## src/rtl/shp_pkg.sv

```systemverilog
// Shared types and constants for the separating hyperplane block.
// No dependencies; imported by every module of the block.
package shp_pkg;

  // Command codes carried by an input beat.
  localparam logic CMD_LOAD  = 1'b0;
  localparam logic CMD_QUERY = 1'b1;

  // Result status codes.
  localparam logic [1:0] STAT_FACE   = 2'd0;
  localparam logic [1:0] STAT_VERTEX = 2'd1;
  localparam logic [1:0] STAT_FAR    = 2'd2;
  localparam logic [1:0] STAT_ZERO   = 2'd3;

  // Fixed field widths.
  localparam int IDX_W  = 10;
  localparam int SLOT_W = 5;
  localparam int WORD_W = 32;
  localparam int NRM_W  = 18;
  localparam int TOL_W  = 17;
  localparam logic [TOL_W-1:0] TOL_RESET = 17'd655;

  // One command as it waits between the front and the back.
  typedef struct packed {
    logic                     command;
    logic [IDX_W-1:0]         obstacle_index;
    logic [SLOT_W-1:0]        word_slot;
    logic signed [WORD_W-1:0] load_value;
    logic signed [WORD_W-1:0] point_x;
    logic signed [WORD_W-1:0] point_y;
  } cmd_item_t;

endpackage

```

## src/rtl/shp_front.sv

```systemverilog
// Front end: takes command beats and holds them in a two-entry queue.
// Depends on shp_pkg for the command item type.
module shp_front
  import shp_pkg::*;
(
  input  logic      clk,
  input  logic      rst_n,
  input  logic      start,
  output logic      busy,
  input  cmd_item_t in_item,
  output logic      q_valid,
  output cmd_item_t q_head,
  input  logic      q_pop
);

  cmd_item_t   mem_r [2];
  logic        wp_r;
  logic        rp_r;
  logic [1:0]  cnt_r;
  logic        push;

  // The queue is full at two entries; that is the only time the front stalls.
  assign busy    = (cnt_r == 2'd2);
  assign push    = start && !busy;
  assign q_valid = (cnt_r != 2'd0);
  assign q_head  = mem_r[rp_r];

  // Entry storage.
  always_ff @(posedge clk) begin
    if (push) begin
      mem_r[wp_r] <= in_item;
    end
  end

  // Pointers and fill count.
  always_ff @(posedge clk) begin
    if (!rst_n) begin
      wp_r  <= 1'b0;
      rp_r  <= 1'b0;
      cnt_r <= 2'd0;
    end else begin
      if (push) begin
        wp_r <= ~wp_r;
      end
      if (q_pop) begin
        rp_r <= ~rp_r;
      end
      cnt_r <= cnt_r + {1'b0, push} - {1'b0, q_pop};
    end
  end

endmodule

```

## config.mk

```make
export PLATFORM = sky130hd
export DESIGN_NAME = shp_front
export DESIGN_NICKNAME = d
export VERILOG_FILES = /design/src/rtl/shp_pkg.sv /design/src/rtl/shp_front.sv
export SDC_FILE = /design/constraint.sdc
export NUM_CORES = 1
export LEC_CHECK = 0
export ABC_AREA = 1
export ABC_CLOCK_PERIOD_IN_PS = 16200
export BUFFER_PORTS_ARGS = -buffer_cell sky130_fd_sc_hd__buf_2
export CAP_MARGIN = 20
export CELL_PAD_IN_SITES_DETAIL_PLACEMENT = 1
export CELL_PAD_IN_SITES_GLOBAL_PLACEMENT = 2
export CORE_ASPECT_RATIO = 0.6
export CORE_MARGIN = 3
export CORE_UTILIZATION = 41
export CTS_BUF_LIST = sky130_fd_sc_hd__clkbuf_4 sky130_fd_sc_hd__clkbuf_8 sky130_fd_sc_hd__clkbuf_16
export DETAILED_ROUTE_END_ITERATION = 6
export PLACE_DENSITY = 0.85
export SYNTH_ARGS = -nofsm -noshare
export SYNTH_HDL_FRONTEND = slang
export SYNTH_SLANG_ARGS = --single-unit
```

## constraint.sdc

```tcl
create_clock -name clk -period 16.2 [get_ports clk]
set_clock_uncertainty 0.05 [all_clocks]
set_input_delay 1.62 -clock clk [delete_from_list [all_inputs] [get_ports clk]]
set_output_delay 1.62 -clock clk [all_outputs]
set_load 0.02 [all_outputs]
```

# Yosys cells after proc, flatten, opt, wreduce, memory -nomap -nowiden
# Memories as Yosys holds them, arrays and structs flattened. A register that Yosys moved wholly into a read port is not among the register bits.
# Index checks and enable logic that the tools add are counted.
[totals]
regBits = 4
ramBits = 224
input_bits = 116
memories = 1
[op_classes]
n_addsub = 2
n_eq_ne = 1
n_mux = 4
bitwise_logic = 2
reduce_logical = 3
[mem_list]
columns = ["memory", "depth", "width", "rd", "rd_clocked_by_memory_dff", "write_ports", "line", "source"]
rows = [
  ["mem_r", 2, 112, 1, 1, 1, "shp_front.sv:16", "cmd_item_t mem_r [2];"],
]
[op_table]
columns = ["cell", "count"]
rows = [
  ["two-way mux 1 bit", 4],
  ["adder 2 x 1 -> 2 bit", 1],
  ["== test 2 bit, second input constant", 1],
  ["NOT 1 bit", 2],
  ["nonzero test 2 bit", 1],
  ["subtractor 2 x 1 -> 2 bit", 1],
  ["logical AND 1 bit", 1],
  ["logical NOT 1 bit", 1],
]

# Logic depth before layout (Yosys ltp)
# Gate-level depths: netlist of run 1.
[logic_depth]
depth_word = 5
mapped_depth = 11
mapped_depth_nobuf = 11

# Worst setup path before layout of run 1
# No wires, ideal clock.
[synth_path]
path_kind = "input to register"
from = "in start"
to = "mem mem_r[0][0] in the netlist's numbering, enable pin"
t_arrival_ns = 6.346
setup_slack_ns = 9.221
path_stages = 2
path_buffers = 0
path_cell_list = "nand2_1 nor2_1"
[synth_via]
elab_chain_len = 3
[synth_rtl]
columns = ["element", "line", "source"]
rows = [
  ["start: declaration", "shp_front.sv:8", "input logic start,"],
  ["logical AND 1 bit", "shp_front.sv:24", "assign push = start && !busy;"],
  ["two-way mux 1 bit", "shp_front.sv:30", "if (push) begin"],
  ["two-way mux 1 bit (implied by the code)", "shp_front.sv:31", "mem_r[wp_r] <= in_item;"],
  ["end: declaration", "shp_front.sv:16", ""],
]
# No other way between the ends.

==> run_results.csv, run 1 <==
group,metric,value,unit
run_status,status,"finished clean",
power,seqPwrFrac,0.504,
cells_and_area,utilization,0.539,
clock_network,insertion_delay,0.49,ns
clock_network,post_cts_resized,0,
timing,hold_viol_final,0,
clock_network,cts.sink_count,229,
detailed_routing,first_iter_violations,204,
grt,grt_max_degree,77,
clock_network,htreeDepth,1,
setup_path,path_class,"flop to output pin",
place,placed_cell_area,9740,um2
setup_path,startpoint_type,"flop",
floorplan,die_area,22100,um2
power,p_sw_frac,0.241,
place,preCtsSetupSlack,12.29,ns
floorplan,core_region_area,19500,um2
setup_path,cp.required,14.53,ns
timing,rsz0062_at_grt,"false",
detailed_routing,routed_via_density,4.82,
clock_network,cts_root_buf,"clkbuf_16",
power,leakagePower,3.94,nW
flow_run,drv_cap,0,
floorplan,die_x,190,um
cells_and_area,drive_above_1_share,0.597,
power,p_switching,345,uW
clock_network,cts_setup_buffers,0,
grt,antenna_found_initial,6,
grt,grt_pass1_vias,4691,
logic_synthesis,ys_warn_count,0,
clock_network,cts.path.max_buffers,3,
detailed_routing,avgRoutedWirePerCell,20.1,um
grt,track_usage,0.159,
cells_and_area,final_cells,911,
setup_path,endpoint_kind,"output pin",
place,port_buffers,229,
clock_network,cts.reportedPaths.clkPinSlew,0.06,ns
place,place_hpwl,12600,um
logic_synthesis,synth_seq_cells,229,
timing,fmax,229,MHz
detailed_routing,first_pass_iters,4,
power,intPower,1.09,mW
clock_network,cts_tree,"done",
grt,grt_pass1_wl,27100,um
timing,finalSetupTns,0,ns
logic_synthesis,avgSynthCellArea,21.8,um2
detailed_routing,routed_wl,18300,um
logic_synthesis,netlist_area,8330,um2
floorplan,core.rowCount,39,
timing,worst_slew_pin_slew,1.03,ns
floorplan,die_y,116,um
cells_and_area,final_common_cell,"buf_2",
detailed_routing,vias,4395,
detailed_routing,detail-route-antenna-nets,0,
setup_path,reg2reg_setup_slack,13.70,ns
clock_network,cts_buffers,22,
setup_path,critPathArrivalTime,2.70,ns
setup_path,cp_slowest_stage_delay,0.85,ns
power,p_clk_frac,0.367,
cells_and_area,design_area,10500,um2
power,pwr-share-comb,0.128,
floorplan,floorplan.initialDensity,0.428,
cells_and_area,area_delta_synth_final,26.0,%
timing,maxSlewViolCount,0,
timing,max_slew_margin,0.311,
clock_network,postCtsHoldBufs,0,
cells_and_area,final_cell_mix,"229 x buf_2, 224 x edfxtp_1, 112 x mux2_2",
min_path,hold_path_class,"flop to flop",
setup_path,cp_slowest_cell,"buf_4",
grt,grt_overflow,0,
logic_synthesis,synth_nets,500,
cells_and_area,fill_cells,1866,
timing,fin_crit_sh,0.270,
timing,finalCriticalPeriod,4.37,ns
place,globalplace.congestion,0.755,
floorplan,ioPinCount,230,
detailed_routing,drc,0,
place,dp.cells,869,
logic_synthesis,synthCells,382,
timing,fin_ws,11.83,ns
cells_and_area,final_net_count,745,
setup_path,crit_path_cell_trace,"buf_4 -> mux2_2 -> buf_2",
power,ir_worst_vdd,0.0000832,V
setup_path,path_max_fanout,76,
logic_synthesis,ys_seq_area_frac,0.819,
logic_synthesis,ys_types,12,
power,cellPowerDensity,137,nW/um2
timing,setup_viol,0,
## layer usage
layer  share of wire  wire (um)  vias up  track usage
met1            0.44       8120     2189        0.217
met2            0.45       8240      176        0.250
met3           0.086       1570       33       0.0552
met5          0.0028         52        -            0
li1                -          -     1987            -
met4           0.017        308       10       0.0310
## cells by family after synthesis
kind of cell,share of synthesized area
buffers and inverters,0.0167
muxes,0.151
DFF,0.819
AOI/OAI and AO/OA,0.00120
and+or+nand+nor,0.00841
adders and majority gates,0.00300
## final timing paths
path	endpoint	depth (start not counted)	startpoint
setup / recovery	q_head[82]	3	flop
hold / removal	flop	2	rp_r
setup reg to reg	mem_r[1][16]	5	cnt_r[0]
hold reg to reg	flop	2	rp_r
## power by group through the flow
stage | Clock, mW | Combinational [mW] | Sequential, mW
after floorplan | 0 | 0.119 | 0.736
after global placement | 0 | 0.180 | 0.733
after detailed placement | 0 | 0.186 | 0.737
after CTS | 0.540 | 0.188 | 0.725
after global routing | 0.566 | 0.198 | 0.729
final | 0.527 | 0.184 | 0.724
## cell type report
cell class / count / area [um2] / area share
inverter: 7 / 28.8 / 0.00274
timing repair buffer: 233 / 1180 / 0.112
multi-input combinational: 134 / 1370 / 0.131
sequential: 229 / 6830 / 0.651
tap: 266 / 333 / 0.0317
clock inverter: 14 / 150 / 0.0143
clock buffer: 26 / 598 / 0.0570
antenna: 2 / 5.00 / 0.000477
## registers in the layout, summed over array words and instances, names as in the netlist, named ones only
signal	cells
rp_r	1
wp_r	1
mem_r	224
cnt_r	2
## synthesized netlist by cell type
cell type / instances / area (um2)
dfxtp_1: 5 / 100
ha_1: 2 / 25.0
a21oi_1: 2 / 10.0
edfxtp_1: 224 / 6730
buf_4: 1 / 7.51
nor2_1: 6 / 22.5
inv_1: 7 / 26.3
nand3_1: 2 / 10.0
buf_6: 8 / 90.1
buf_2: 3 / 15.0
nand2_1: 10 / 37.5
mux2_2: 112 / 1260
## through the flow
stage          hold WS, ns  power, mW
2_1_floorplan        0.413      0.855
3_3_place_gp         0.428      0.913
3_5_place_dp         0.442      0.924
4_1_cts              0.471       1.45
5_1_grt              0.486       1.49
6_report             0.468       1.44
## worst max-delay path, delay by kind of cell (launching register included)
family                 cells  cell delay (ns)
DFF                        1             0.65
buffers and inverters      2             1.02
muxes                      1             0.44
Power figures use the tool's default switching activity.
==> run 2: changes to the inputs <==
Settings changed: ABC_CLOCK_PERIOD_IN_PS 16200 to 4200, CORE_UTILIZATION 41 to 38, PLACE_DENSITY 0.85 to 0.79.
Clock period 16.2 ns to 4.2 ns, I/O delays scaled along.
==> run_results.csv, run 2 (synthesis gave the netlist of run 1 again) <==
group,metric,value,unit
cells_and_area,fill_cells,2042,
grt,grt_max_degree,79,
clock_network,cts_tree,"done",
cells_and_area,top_regs,"mem_r (224), cnt_r (2)",
cells_and_area,final_cell_mix,"229 x buf_2, 224 x edfxtp_1, 112 x mux2_2",
detailed_routing,detail-route-antenna-nets,0,
timing,maxSlewViolCount,0,
place,place_hpwl,12200,um
min_path,hold_path_class,"input pin to flop",
cells_and_area,final_cells,923,
flow_run,drv_cap,0,
floorplan,core_region_area,21300,um2
run_status,status,"finished clean",
setup_path,r2r-start,"cnt_r[0]",
timing,setup_viol,0,
clock_network,insertion_delay,0.49,ns
grt,track_usage,0.147,
timing,fmax,347,MHz
detailed_routing,avgRoutedWirePerCell,19.3,um
timing,rsz0062_at_grt,"false",
floorplan,floorplan.initialDensity,0.391,
clock_network,cts_buffers,22,
setup_path,reg2reg_setup_slack,2.16,ns
setup_path,critPathArrivalTime,2.41,ns
clock_network,cts.path.max_buffers,3,
place,dp.cells,883,
grt,grt_pass1_wl,27100,um
place,globalplace.congestion,0.754,
timing,worst_slew_pin_slew,0.906,ns
place,port_buffers,229,
timing,fin_crit_sh,0.686,
floorplan,die_area,23800,um2
min_path,whs_endpoint,"mem_r[1][73]",
timing,max_slew_margin,0.396,
timing,finalSetupTns,0,ns
setup_path,r2r-end,"mem_r[0][57]",
setup_path,r2r_cells,5,
setup_path,startpoint_type,"flop",
floorplan,die_x,197,um
detailed_routing,routed_wl,17800,um
timing,finalCriticalPeriod,2.88,ns
detailed_routing,first_pass_iters,4,
power,cellPowerDensity,528,nW/um2
power,ir_worst_vdd,0.000280,V
cells_and_area,final_common_cell,"buf_2",
clock_network,cts_setup_buffers,0,
clock_network,cts_root_buf,"clkbuf_16",
timing,hold_viol_final,0,
floorplan,die_y,121,um
grt,grt_pass1_vias,4715,
power,leakagePower,3.99,nW
cells_and_area,drive_above_1_share,0.604,
grt,grt_overflow,0,
clock_network,htreeDepth,1,
floorplan,core.rowCount,41,
setup_path,path_class,"flop to output pin",
cells_and_area,diodes,0,
min_path,hold_depth,1,
detailed_routing,drc,0,
clock_network,postCtsHoldBufs,0,
setup_path,path_max_fanout,67,
floorplan,ioPinCount,230,
grt,antenna_found_initial,6,
cells_and_area,top_register,"mem_r",
detailed_routing,first_iter_violations,254,
setup_path,endpoint_kind,"output pin",
setup_path,cp.required,3.73,ns
detailed_routing,routed_via_density,4.77,
clock_network,cts.sink_count,229,
clock_network,post_cts_resized,0,
cells_and_area,final_net_count,747,
clock_network,cts.reportedPaths.clkPinSlew,0.06,ns
detailed_routing,vias,4406,
cells_and_area,largest_reg_flops,224,
min_path,hold_path.startpoint,"in_item[73]",
cells_and_area,area_delta_synth_final,27.2,%
run 2: critical path, cell delays in order (launching register included):
cell and delay [ns]:
dfxtp_4 0.92, buf_12 0.34, mux2_2 0.39, buf_2 0.17
run 2: how the worst max path moves through the flow:
stage / end / startpoint / cells after the start / slack, ns
floorplan: mem_r[0][0] / cnt_r[0] / 4 / 0.26
global placement: q_head[74] / flop / 3 / 1.81
detailed placement: q_head[74] / flop / 3 / 1.79
CTS: q_head[74] / flop / 3 / 1.26
global route: q_head[85] / flop / 3 / 1.16
finish: q_head[85] / flop / 3 / 1.32
run 2: metal layers:
layer	up-vias	GRT usage	share of wire
li1	1984	-	-
met1	2214	0.201	0.44
met2	157	0.229	0.45
met3	39	0.0521	0.085
met4	12	0.0311	0.022
met5	-	0	0.0041
run 2: stage by stage:
stage | power [mW] | utilization | hold slack [ns] | cell area (um2) | setup slack [ns]
3_3_place_gp | 3.54 | 0.460 | 0.425 | 9790 | 1.81
4_1_cts | 5.69 | 0.497 | 0.0283 | 10600 | 1.26
3_5_place_dp | 3.57 | 0.460 | 0.444 | 9790 | 1.79
5_1_grt | 5.85 | 0.498 | 0.0285 | 10600 | 1.16
6_report | 5.60 | 0.498 | 0.0617 | 10600 | 1.32
2_1_floorplan | 3.29 | - | 0.413 | 8330 | 0.261
run 2: area by class of cell:
cell class	instances	area (um2)	area share
clock buffers	32	668	0.0630
clock inverters	7	113	0.0106
inverters	7	28.8	0.00272
multi-input cells	134	1370	0.130
flip-flops and latches	229	6830	0.644
well taps	279	349	0.0329
repair buffers	235	1240	0.117
run 2: where the power goes:
group / switching, mW / total, mW / internal [mW]
logic: 0.442 / 0.714 / 0.271
registers: 0.0630 / 2.80 / 2.73
clock network: 0.799 / 2.09 / 1.29
